### config.mk
export PLATFORM = sky130hd
export DESIGN_NAME = mfm_flux_sync_decoder_unit_flat
export DESIGN_NICKNAME = d
export VERILOG_FILES = /design/src/mfmd_pkg.sv /design/src/mfmd_if.sv /design/src/mfm_flux_sync_decoder_unit.sv /design/src/mfmd_core.sv /design/src/flat_wrapper.sv
export SDC_FILE = /design/constraint.sdc
export NUM_CORES = 1
export LEC_CHECK = 0
export ABC_CLOCK_PERIOD_IN_PS = 13400
export BUFFER_PORTS_ARGS = -buffer_cell sky130_fd_sc_hd__buf_4
export CELL_PAD_IN_SITES_DETAIL_PLACEMENT = 2
export CELL_PAD_IN_SITES_GLOBAL_PLACEMENT = 2
export CORE_MARGIN = 5
export CORE_UTILIZATION = 25
export CTS_CLUSTER_DIAMETER = 200
export CTS_CLUSTER_SIZE = 8
export DETAILED_ROUTE_END_ITERATION = 8
export GPL_ROUTABILITY_DRIVEN = 0
export PLACE_DENSITY = 0.54
export SLEW_MARGIN = 40
export SYNTH_ARGS = -nofsm -noshare
export SYNTH_HDL_FRONTEND = slang
export SYNTH_SLANG_ARGS = --single-unit
export TNS_END_PERCENT = 30
### constraint.sdc
create_clock -name clk -period 13.4 [get_ports clk]
set_clock_uncertainty 0.15 [all_clocks]
set_input_delay 0.67 -clock clk [delete_from_list [all_inputs] [get_ports clk]]
set_output_delay 0.67 -clock clk [all_outputs]
set_load 0.05 [all_outputs]
### src/mfmd_pkg.sv
`default_nettype none
// ----------------------------------------------------------------------------
// mfmd_pkg
// Types, constants and the CRC step shared by the MFM flux sync decoder.
// ----------------------------------------------------------------------------
package mfmd_pkg;

    localparam int TIME_W  = 16;
    localparam int PRE_W   = 8;
    localparam int LEN_W   = 11;
    localparam int STEP_W  = 4;
    localparam int SHIFT_W = 9;
    localparam int LEFT_W  = 4;
    localparam int CRC_W   = 16;
    localparam int BYTE_W  = 8;
    localparam int IDX_W   = 2;
    localparam int DATA_W  = 16;

    localparam logic [CRC_W-1:0]  CRC_PRESET  = 16'hCDB4;
    localparam logic [CRC_W-1:0]  CRC_POLY    = 16'h1021;
    localparam logic [STEP_W-1:0] SYNC_LEN    = 4'd14;
    localparam logic [PRE_W-1:0]  PRE_SAT     = 8'hFF;
    localparam logic [LEN_W-1:0]  MIN_RECORD  = 11'd3;
    localparam logic [16:0]       MAX_RECORD  = 17'd1024;
    localparam logic [LEN_W-1:0]  BCOUNT_SAT  = 11'h7FF;
    localparam logic [LEFT_W-1:0] BITS_FULL   = 4'd8;
    localparam logic [LEFT_W-1:0] BITS_SPILL  = 4'd7;

    localparam logic [TIME_W-1:0] RST_MEDIUM_ABOVE = 16'd80;
    localparam logic [TIME_W-1:0] RST_LONG_ABOVE   = 16'd112;
    localparam logic [PRE_W-1:0]  RST_PREAMBLE_MIN = 8'd80;
    localparam logic [LEN_W-1:0]  RST_RECORD_BYTES = 11'd515;

    typedef enum logic [IDX_W-1:0] {
        REG_MEDIUM_ABOVE = 2'd0,
        REG_LONG_ABOVE   = 2'd1,
        REG_PREAMBLE_MIN = 2'd2,
        REG_RECORD_BYTES = 2'd3
    } cfg_index_t;

    typedef enum logic [1:0] {
        PULSE_SHORT  = 2'd1,
        PULSE_MEDIUM = 2'd2,
        PULSE_LONG   = 2'd3
    } pulse_t;

    typedef struct packed {
        logic [PRE_W-1:0] preamble_min;
        logic [LEN_W-1:0] record_bytes;
    } core_cfg_t;

    typedef struct packed {
        logic   valid;
        pulse_t pulse;
    } pulse_item_t;

    function automatic logic [CRC_W-1:0] crc_byte(input logic [CRC_W-1:0] crc_in,
                                                  input logic [BYTE_W-1:0] b);
        logic [CRC_W-1:0] c;
        c = crc_in ^ {b, 8'h00};
        for (int i = 0; i < BYTE_W; i++)
        begin
            if (c[CRC_W-1])
                c = {c[CRC_W-2:0], 1'b0} ^ CRC_POLY;
            else
                c = {c[CRC_W-2:0], 1'b0};
        end
        return c;
    endfunction

endpackage
`default_nettype wire

### src/mfmd_if.sv
`default_nettype none
// ----------------------------------------------------------------------------
// mfmd_if
// Valid/ready channels of the MFM flux sync decoder: flux captures, decoded
// bytes and register writes.
// ----------------------------------------------------------------------------
interface mfmd_in_if;
    logic                        valid;
    logic                        ready;
    logic [mfmd_pkg::TIME_W-1:0] capture_time;

    modport source (output valid, output capture_time, input ready);
    modport sink   (input valid, input capture_time, output ready);
endinterface

interface mfmd_out_if;
    logic                        valid;
    logic                        ready;
    logic [mfmd_pkg::BYTE_W-1:0] data_byte;
    logic                        last_in_record;
    logic                        crc_ok;

    modport source (output valid, output data_byte, output last_in_record,
                    output crc_ok, input ready);
    modport sink   (input valid, input data_byte, input last_in_record,
                    input crc_ok, output ready);
endinterface

interface mfmd_cfg_if;
    logic                        valid;
    logic                        ready;
    logic [mfmd_pkg::IDX_W-1:0]  index;
    logic [mfmd_pkg::DATA_W-1:0] data;

    modport source (output valid, output index, output data, input ready);
    modport sink   (input valid, input index, input data, output ready);
endinterface
`default_nettype wire

### src/mfm_flux_sync_decoder_unit.sv
`default_nettype none
// ----------------------------------------------------------------------------
// mfm_flux_sync_decoder_unit
// MFM flux sync decoder: pulse timing, sync hunt, byte decode and CRC check.
// ----------------------------------------------------------------------------
//  channel  dir  word
//  flux     in   capture_time[15:0]
//  result   out  data_byte[7:0], last_in_record, crc_ok
//  cfg      in   index[1:0], data[15:0]
//
//  one capture per cycle unless stalled; a capture is registered on input and
//  yields at most one byte, held in the result register until taken
//  flux is still taken while a byte waits if the result register drains
//  reset returns to hunting with default thresholds; cfg is always ready
// ----------------------------------------------------------------------------
module mfm_flux_sync_decoder_unit #(
    parameter logic [16:0] MAX_RECORD = mfmd_pkg::MAX_RECORD
) (
    input  wire         clk,
    input  wire         rst_n,
    mfmd_in_if.sink     flux,
    mfmd_out_if.source  result,
    mfmd_cfg_if.sink    cfg
);

    logic [mfmd_pkg::TIME_W-1:0] medium_above_reg;
    logic [mfmd_pkg::TIME_W-1:0] long_above_reg;
    logic [mfmd_pkg::PRE_W-1:0]  preamble_min_reg;
    logic [mfmd_pkg::LEN_W-1:0]  record_bytes_reg;

    logic                        in_valid_reg;
    logic [mfmd_pkg::TIME_W-1:0] in_time_reg;
    logic [mfmd_pkg::TIME_W-1:0] prev_reg;

    logic                        advance;
    logic                        consume;
    logic [mfmd_pkg::TIME_W-1:0] ticks;
    mfmd_pkg::pulse_item_t       item;
    mfmd_pkg::core_cfg_t         ccfg;

    assign cfg.ready  = 1'b1;
    assign flux.ready = !in_valid_reg || advance;
    assign consume    = in_valid_reg && advance;

    assign ticks = in_time_reg - prev_reg;

    always_comb
    begin
        item.valid = consume;
        priority if (ticks > long_above_reg)
            item.pulse = mfmd_pkg::PULSE_LONG;
        else if (ticks > medium_above_reg)
            item.pulse = mfmd_pkg::PULSE_MEDIUM;
        else
            item.pulse = mfmd_pkg::PULSE_SHORT;
    end

    assign ccfg.preamble_min = preamble_min_reg;
    assign ccfg.record_bytes = record_bytes_reg;

    always_ff @(posedge clk or negedge rst_n)
    begin
        if (!rst_n)
        begin
            medium_above_reg <= mfmd_pkg::RST_MEDIUM_ABOVE;
            long_above_reg   <= mfmd_pkg::RST_LONG_ABOVE;
            preamble_min_reg <= mfmd_pkg::RST_PREAMBLE_MIN;
            record_bytes_reg <= mfmd_pkg::RST_RECORD_BYTES;
            in_valid_reg     <= 1'b0;
            prev_reg         <= '0;
        end
        else
        begin
            if (cfg.valid)
            begin
                unique case (mfmd_pkg::cfg_index_t'(cfg.index))
                    mfmd_pkg::REG_MEDIUM_ABOVE: medium_above_reg <= cfg.data;
                    mfmd_pkg::REG_LONG_ABOVE:   long_above_reg   <= cfg.data;
                    mfmd_pkg::REG_PREAMBLE_MIN:
                        preamble_min_reg <= cfg.data[mfmd_pkg::PRE_W-1:0];
                    mfmd_pkg::REG_RECORD_BYTES:
                        record_bytes_reg <= cfg.data[mfmd_pkg::LEN_W-1:0];
                endcase
            end
            if (flux.ready)
                in_valid_reg <= flux.valid;
            if (consume)
                prev_reg <= in_time_reg;
        end
    end

    always_ff @(posedge clk)
    begin
        if (flux.ready && flux.valid)
            in_time_reg <= flux.capture_time;
    end

    mfmd_core #(
        .MAX_RECORD (MAX_RECORD)
    ) u_core (
        .clk     (clk),
        .rst_n   (rst_n),
        .item    (item),
        .ccfg    (ccfg),
        .advance (advance),
        .result  (result)
    );

endmodule
`default_nettype wire

### src/mfmd_core.sv
`default_nettype none
// ----------------------------------------------------------------------------
// mfmd_core
// Preamble and sync hunt, MFM bit decode, byte framing, CRC check and the
// result register.
// ----------------------------------------------------------------------------
module mfmd_core #(
    parameter logic [16:0] MAX_RECORD = mfmd_pkg::MAX_RECORD
) (
    input  wire                  clk,
    input  wire                  rst_n,
    input  mfmd_pkg::pulse_item_t item,
    input  mfmd_pkg::core_cfg_t  ccfg,
    output logic                 advance,
    mfmd_out_if.source           result
);

    logic                          data_mode_reg, data_mode_next;
    logic [mfmd_pkg::PRE_W-1:0]    pre_cnt_reg, pre_cnt_next;
    logic [mfmd_pkg::STEP_W-1:0]   sync_step_reg, sync_step_next;
    logic                          phase_even_reg, phase_even_next;
    logic [mfmd_pkg::SHIFT_W-1:0]  shift_reg, shift_next;
    logic [mfmd_pkg::LEFT_W-1:0]   left_reg, left_next;
    logic [mfmd_pkg::LEN_W-1:0]    bcount_reg, bcount_next;
    logic [mfmd_pkg::CRC_W-1:0]    crc_reg, crc_next;
    logic [mfmd_pkg::CRC_W-1:0]    stored_reg, stored_next;

    logic                          out_valid_reg;
    logic [mfmd_pkg::BYTE_W-1:0]   out_byte_reg;
    logic                          out_last_reg;
    logic                          out_ok_reg;

    logic                          got;
    logic [mfmd_pkg::BYTE_W-1:0]   byte_val;
    logic                          is_last;
    logic                          ok_val;

    logic [mfmd_pkg::PRE_W-1:0]    pre_inc;
    logic [mfmd_pkg::LEFT_W-1:0]   k;
    logic                          v;
    logic [mfmd_pkg::SHIFT_W-1:0]  shifted;
    logic [mfmd_pkg::LEN_W-1:0]    eff_len;
    logic [mfmd_pkg::LEN_W-1:0]    bc_inc;

    function automatic mfmd_pkg::pulse_t sync_class(input logic [mfmd_pkg::STEP_W-1:0] s);
        mfmd_pkg::pulse_t c;
        unique case (s)
            4'd5, 4'd10: c = mfmd_pkg::PULSE_SHORT;
            4'd1, 4'd3, 4'd6, 4'd8, 4'd11, 4'd13: c = mfmd_pkg::PULSE_LONG;
            default: c = mfmd_pkg::PULSE_MEDIUM;
        endcase
        return c;
    endfunction

    assign advance = !out_valid_reg || result.ready;

    assign result.valid          = out_valid_reg;
    assign result.data_byte      = out_byte_reg;
    assign result.last_in_record = out_last_reg;
    assign result.crc_ok         = out_ok_reg;

    // effective record length
    always_comb
    begin
        if (ccfg.record_bytes < mfmd_pkg::MIN_RECORD)
            eff_len = mfmd_pkg::MIN_RECORD;
        else if ({6'b0, ccfg.record_bytes} > MAX_RECORD)
            eff_len = MAX_RECORD[mfmd_pkg::LEN_W-1:0];
        else
            eff_len = ccfg.record_bytes;
    end

    always_comb
    begin
        data_mode_next  = data_mode_reg;
        pre_cnt_next    = pre_cnt_reg;
        sync_step_next  = sync_step_reg;
        phase_even_next = phase_even_reg;
        shift_next      = shift_reg;
        left_next       = left_reg;
        bcount_next     = bcount_reg;
        crc_next        = crc_reg;
        stored_next     = stored_reg;
        got             = 1'b0;
        byte_val        = '0;
        is_last         = 1'b0;
        ok_val          = 1'b0;

        pre_inc = (pre_cnt_reg < mfmd_pkg::PRE_SAT) ? pre_cnt_reg + 8'd1 : pre_cnt_reg;

        // bit count and value pushed for this pulse
        if (item.pulse == mfmd_pkg::PULSE_SHORT)
            k = 4'd1;
        else if (item.pulse == mfmd_pkg::PULSE_MEDIUM)
            k = phase_even_reg ? 4'd1 : 4'd2;
        else
            k = 4'd2;
        if (item.pulse == mfmd_pkg::PULSE_LONG)
            v = 1'b1;
        else if (item.pulse == mfmd_pkg::PULSE_SHORT)
            v = phase_even_reg;
        else
            v = !phase_even_reg;

        if (k == 4'd2)
            shifted = {shift_reg[6:0], 1'b0, v};
        else
            shifted = {shift_reg[7:0], v};

        bc_inc = (bcount_reg == mfmd_pkg::BCOUNT_SAT) ? bcount_reg : bcount_reg + 11'd1;

        if (item.valid)
        begin
            if (!data_mode_reg)
            begin
                if (sync_step_reg == '0)
                begin
                    priority if (item.pulse == mfmd_pkg::PULSE_SHORT)
                        pre_cnt_next = pre_inc;
                    else if (item.pulse == mfmd_pkg::PULSE_MEDIUM &&
                             pre_inc >= ccfg.preamble_min)
                    begin
                        sync_step_next = 4'd1;
                        pre_cnt_next   = '0;
                    end
                    else
                        pre_cnt_next = '0;
                end
                else if (sync_step_reg > mfmd_pkg::SYNC_LEN ||
                         sync_class(sync_step_reg) != item.pulse)
                begin
                    pre_cnt_next   = '0;
                    sync_step_next = '0;
                end
                else if (sync_step_reg == mfmd_pkg::SYNC_LEN)
                begin
                    data_mode_next  = 1'b1;
                    pre_cnt_next    = '0;
                    sync_step_next  = '0;
                    phase_even_next = 1'b1;
                    shift_next      = '0;
                    left_next       = mfmd_pkg::BITS_FULL;
                    bcount_next     = '0;
                    crc_next        = mfmd_pkg::CRC_PRESET;
                    stored_next     = '0;
                end
                else
                    sync_step_next = sync_step_reg + 4'd1;
            end
            else
            begin
                if (item.pulse == mfmd_pkg::PULSE_MEDIUM)
                    phase_even_next = !phase_even_reg;

                priority if (left_reg < k)
                begin
                    got        = 1'b1;
                    byte_val   = shifted[8:1];
                    shift_next = {8'b0, shifted[0]};
                    left_next  = mfmd_pkg::BITS_SPILL;
                end
                else if (left_reg == k)
                begin
                    got        = 1'b1;
                    byte_val   = shifted[7:0];
                    shift_next = '0;
                    left_next  = mfmd_pkg::BITS_FULL;
                end
                else
                begin
                    shift_next = shifted;
                    left_next  = left_reg - k;
                end

                if (got)
                begin
                    bcount_next = bc_inc;
                    if ({1'b0, bc_inc} + 12'd2 <= {1'b0, eff_len})
                        crc_next = mfmd_pkg::crc_byte(crc_reg, byte_val);
                    else
                        stored_next = {stored_reg[7:0], byte_val};
                    if (bc_inc >= eff_len)
                    begin
                        is_last        = 1'b1;
                        ok_val         = (crc_next == stored_next);
                        data_mode_next = 1'b0;
                        pre_cnt_next   = '0;
                        sync_step_next = '0;
                    end
                end
            end
        end
    end

    always_ff @(posedge clk or negedge rst_n)
    begin
        if (!rst_n)
        begin
            data_mode_reg  <= 1'b0;
            pre_cnt_reg    <= '0;
            sync_step_reg  <= '0;
            phase_even_reg <= 1'b1;
            shift_reg      <= '0;
            left_reg       <= mfmd_pkg::BITS_FULL;
            bcount_reg     <= '0;
            crc_reg        <= mfmd_pkg::CRC_PRESET;
            stored_reg     <= '0;
            out_valid_reg  <= 1'b0;
        end
        else
        begin
            data_mode_reg  <= data_mode_next;
            pre_cnt_reg    <= pre_cnt_next;
            sync_step_reg  <= sync_step_next;
            phase_even_reg <= phase_even_next;
            shift_reg      <= shift_next;
            left_reg       <= left_next;
            bcount_reg     <= bcount_next;
            crc_reg        <= crc_next;
            stored_reg     <= stored_next;
            if (advance)
                out_valid_reg <= item.valid && got;
        end
    end

    always_ff @(posedge clk)
    begin
        if (advance && item.valid && got)
        begin
            out_byte_reg <= byte_val;
            out_last_reg <= is_last;
            out_ok_reg   <= ok_val;
        end
    end

endmodule
`default_nettype wire
### src/flat_wrapper.sv
// flat-port wrapper written by rule: the top's interface ports become plain ports
module mfm_flux_sync_decoder_unit_flat 
#(
    parameter logic [16:0] MAX_RECORD = mfmd_pkg::MAX_RECORD
)
  (clk, rst_n, flux_valid, flux_capture_time, flux_ready, result_valid, result_data_byte, result_last_in_record, result_crc_ok, result_ready, cfg_valid, cfg_index, cfg_data, cfg_ready);
  mfmd_in_if flux_i ();
  mfmd_out_if result_i ();
  mfmd_cfg_if cfg_i ();
  input  wire clk;
  input  wire rst_n;
  input wire logic [$bits(flux_i.valid)-1:0] flux_valid;
  input wire logic [$bits(flux_i.capture_time)-1:0] flux_capture_time;
  output wire logic [$bits(flux_i.ready)-1:0] flux_ready;
  output wire logic [$bits(result_i.valid)-1:0] result_valid;
  output wire logic [$bits(result_i.data_byte)-1:0] result_data_byte;
  output wire logic [$bits(result_i.last_in_record)-1:0] result_last_in_record;
  output wire logic [$bits(result_i.crc_ok)-1:0] result_crc_ok;
  input wire logic [$bits(result_i.ready)-1:0] result_ready;
  input wire logic [$bits(cfg_i.valid)-1:0] cfg_valid;
  input wire logic [$bits(cfg_i.index)-1:0] cfg_index;
  input wire logic [$bits(cfg_i.data)-1:0] cfg_data;
  output wire logic [$bits(cfg_i.ready)-1:0] cfg_ready;
  assign flux_i.valid = flux_valid;
  assign flux_i.capture_time = flux_capture_time;
  assign flux_ready = flux_i.ready;
  assign result_valid = result_i.valid;
  assign result_data_byte = result_i.data_byte;
  assign result_last_in_record = result_i.last_in_record;
  assign result_crc_ok = result_i.crc_ok;
  assign result_i.ready = result_ready;
  assign cfg_i.valid = cfg_valid;
  assign cfg_i.index = cfg_index;
  assign cfg_i.data = cfg_data;
  assign cfg_ready = cfg_i.ready;
  mfm_flux_sync_decoder_unit #(.MAX_RECORD(MAX_RECORD)) u_core (.clk(clk), .rst_n(rst_n), .flux(flux_i), .result(result_i), .cfg(cfg_i));
endmodule
==> results_dict.tcl <==
set metrics [dict create \
    synthMostInstantiatedCell "sky130_fd_sc_hd__nand2_1" \
    hpwl_mm 23.40 \
    required_ns 13.54 \
    worst_setup_path_start_kind "flip-flop" \
    cts_repair_resize_count 0 \
    rsz0062_at_grt "false" \
    total_power_mw 2.542 \
    cpPeakStageDelay_ns 0.72 \
    synth_top_cell_by_area "sky130_fd_sc_hd__dfrtp_1" \
    core-area_um2 41020 \
    syn-cell-area_um2 10430 \
    cts_tree "built" \
    global_route_wire_length_before_repair_mm 50.37 \
    area.growth.synth_to_final_pct 15.75 \
    first_global_vias 8846 \
    yosys-top-cells-count "sky130_fd_sc_hd__nand2_1, sky130_fd_sc_hd__dfrtp_1, sky130_fd_sc_hd__inv_1" \
    postSynthAreaPerCell_um2 9.916 \
    synth.ff_latch_count 164 \
    ys.warnings.count 0 \
    buffer_ports.inserted 50 \
    muxShareOfSynthArea_pct 5.913 \
    critical_path.slowest_cell "sky130_fd_sc_hd__a2111oi_0" \
    transition_at_the_pin_with_the_smallest_max_transition_slack_ns 0.8086 \
    initial_core_util_pct 25.43 \
    die-width_um 214.3 \
    outcome "finished, final reports clean" \
    final_min_period_over_clock_period_pct 69.94 \
    yosys-top-cells-area "sky130_fd_sc_hd__dfrtp_1, sky130_fd_sc_hd__ha_1, sky130_fd_sc_hd__edfxtp_1" \
    drt_wl_total_mm 30.65 \
    detail_route.wl_per_cell_um 18.63 \
    postCtsSetupBuffers 0 \
    drv_slew 0 \
    period_minus_slack_ns 9.371 \
    antenna-diode-count 0 \
    num_rows 74 \
    clock_tree.buffer_depth 2 \
    post_layout_instance_count_excluding_filler_cells 1645 \
    finalHoldViolations 0 \
    number_of_synthesized_flops_with_an_enable_pin 26 \
    ir_drop_mv 0.1006 \
    synth_top_family_by_area "compound AO/OA/AOI/OAI gates" \
    finalSetupTns_ns 0 \
    path_max_fanout 19 \
    synthSimpleGateAreaFrac_pct 14.43 \
    setup.worst_path.end_class "flip-flop" \
    drt_drc_violations_left 0 \
    number_of_antenna_violations_at_the_first_check_in_global_routing 0 \
    worst-path-buf-inv 2 \
    vias 7961 \
    fp.dieH_um 214.3 \
    layout.nets 1228 \
    xor_xnor_cell_area_share_of_the_yosys_netlist_pct 8.312 \
    num_io_pins 52 \
    floorplan.die_area_um2 45910 \
    worst-r2r-setup-slack_ns 4.03 \
    ys.flop_type "sky130_fd_sc_hd__dfrtp_1" \
    power.combinational.fraction_pct 50.9 \
    detailedRoute.firstIterationViolations 240 \
    syn_inst 1052 \
    critical_path_class "flip-flop to flip-flop" \
    grt_remaining_overflow 0 \
    max_freq_mhz 106.7 \
    synth_top_cell_area_share_pct 28.07 \
    max_slew_margin_pct 45.76 \
    p_leak_nw 5.402 \
    synth_compound_area_share_pct 15.15 \
    path_delay_family "compound AO/OA/AOI/OAI gates" \
    cts-hold-fix-buffers 0 \
    clkTransAtPathRegs_ns 0.07 \
    seqPwrFrac_pct 28.9 \
    detail_route.vias_per_cell 4.840 \
    switching_power_mw 1.077 \
    synth.lib_cells_used.distinct 73 \
    internal_power_mw 1.465 \
    final_antenna_net_count 0 \
    layout-drive-gt1-share_pct 15.36 \
    drt_first_pass_iters 4 \
    cts_buffers 17 \
    topRoutingLayerUsed "met4" \
    min_path_type "primary input to flip-flop" \
    groute.usage.overall_pct 13.75 \
    htree_num_levels 4 \
    synth-seq-area-share_pct 40.84 \
    powerDensity_nw_per_um2 210.5 \
    clock-sinks 164 \
    worstSkewPairLatency_ns 0.46 \
    drv_cap 0 \
    pin_count_of_the_biggest_net_entering_global_routing 91 \
    cts_root_buffer "sky130_fd_sc_hd__clkbuf_16" \
    setup_viol_count_final 0 \
    timing.critical_path.arrival_ns 9.51 \
    wl_met3_um 738 \
    crit_top_cell "sky130_fd_sc_hd__o21ai_0" \
    dpl.cell_count 1611 \
    detailroute.wirelength.met2_mm 14.74 \
    power.share.clock_pct 20.2 \
    ffs_w_async_s_r_synth_pct 84.15 \
    drt_met1_wl_mm 14.65 \
    switching_share_pct 42.38 \
    post_synth_fa_ha_maj_area_fraction_pct 10.82 \
    synthesis.nets 1180 \
]
[worst register-to-register path: cells and delay by family, from the launching register on]
family | cells | cell delay [ns]
AO/OA/AOI/OAI | 17 | 4.29
AND/OR/NAND/NOR | 6 | 1.93
adder cells (fa/ha/maj) | 5 | 1.46
XOR/XNOR | 2 | 0.67
flip-flops | 1 | 0.38
buffers and inverters | 2 | 0.32
[cell families after synthesis]
family / Yosys count
compound gates: 235
buf+inv: 122
mux: 54
flops: 164
fa+ha+maj: 89
xor+xnor: 74
other cells: 1
simple gates: 313
[layer usage]
layer / vias up / track usage [%]
met5: - / 0
met4: 0 / 4.316
met3: 25 / 2.471
met2: 76 / 23.06
met1: 4041 / 18.09
li1: 3819 / -
[path summary, 6_finish.rpt]
path,from,to,depth (start not counted)
max,u_core.prev_reg[0]$_DFFE_PN0P_,u_core.u_core.result.crc_ok$_SDFFCE_PN0P_,32
min,flux_capture_time[15],u_core.in_time_reg[15]$_DFFE_PP_,1
max reg2reg,u_core.prev_reg[0]$_DFFE_PN0P_,u_core.u_core.result.crc_ok$_SDFFCE_PN0P_,32
min reg2reg,u_core.u_core.left_reg[0]$_DFFE_PN0P_,u_core.u_core.left_reg[0]$_DFFE_PN0P_,1
max in group asynchronous,rst_n,u_core.record_bytes_reg[5]$_DFFE_PN0P_,3
min in group asynchronous,rst_n,u_core.u_core.shift_reg[6]$_DFFE_PN0P_,2
[cell type report]
| type | count | area [um^2] |
|---|---|---|
| clock buffers | 21 | 470.5 |
| clock inverters | 11 | 122.6 |
| fillers | 4523 | 28940 |
| inverters | 91 | 341.6 |
| multi-input cells | 766 | 5733 |
| flip-flops and latches | 164 | 4260 |
| well taps | 532 | 665.6 |
| repair buffers | 60 | 480.5 |
[power by group through the flow]
stage,combinational (mW),clock [mW],sequential [mW]
CTS,1.32,0.535,0.738
global placement,1.28,0,0.744
global route,1.45,0.555,0.753
detailed placement,1.31,0,0.746
floorplan,0.941,0,0.736
finish,1.29,0.513,0.735
[through the flow]
step,hold WS [ns],worst slack (ns),util (%),instance area (um^2)
CTS,0.1167,3.890,29.31,12020
global placement,0.3136,3.888,27.82,11410
finish,0.2312,4.029,29.44,12070
floorplan,0.2244,5.454,-,10430
global route,0.1967,3.186,29.44,12070
detailed placement,0.3197,3.947,27.87,11430
[placed cells by master (no fill, tap or decap), drive strengths merged, types with 15 or more instances in the layout]
| master | instances |
|---|---|
| nor2 | 53 |
| clkbuf | 21 |
| a22o | 20 |
| inv | 93 |
| nand4 | 15 |
| ha | 87 |
| o21ai | 73 |
| nand2 | 123 |
| mux2 | 41 |
| nand3 | 34 |
| dfstp | 21 |
| xor2 | 26 |
| dfrtp | 117 |
| xnor2 | 35 |
| a21oi | 40 |
| a21o | 19 |
| buf | 59 |
| edfxtp | 26 |
Power figures use the tool's default switching activity.
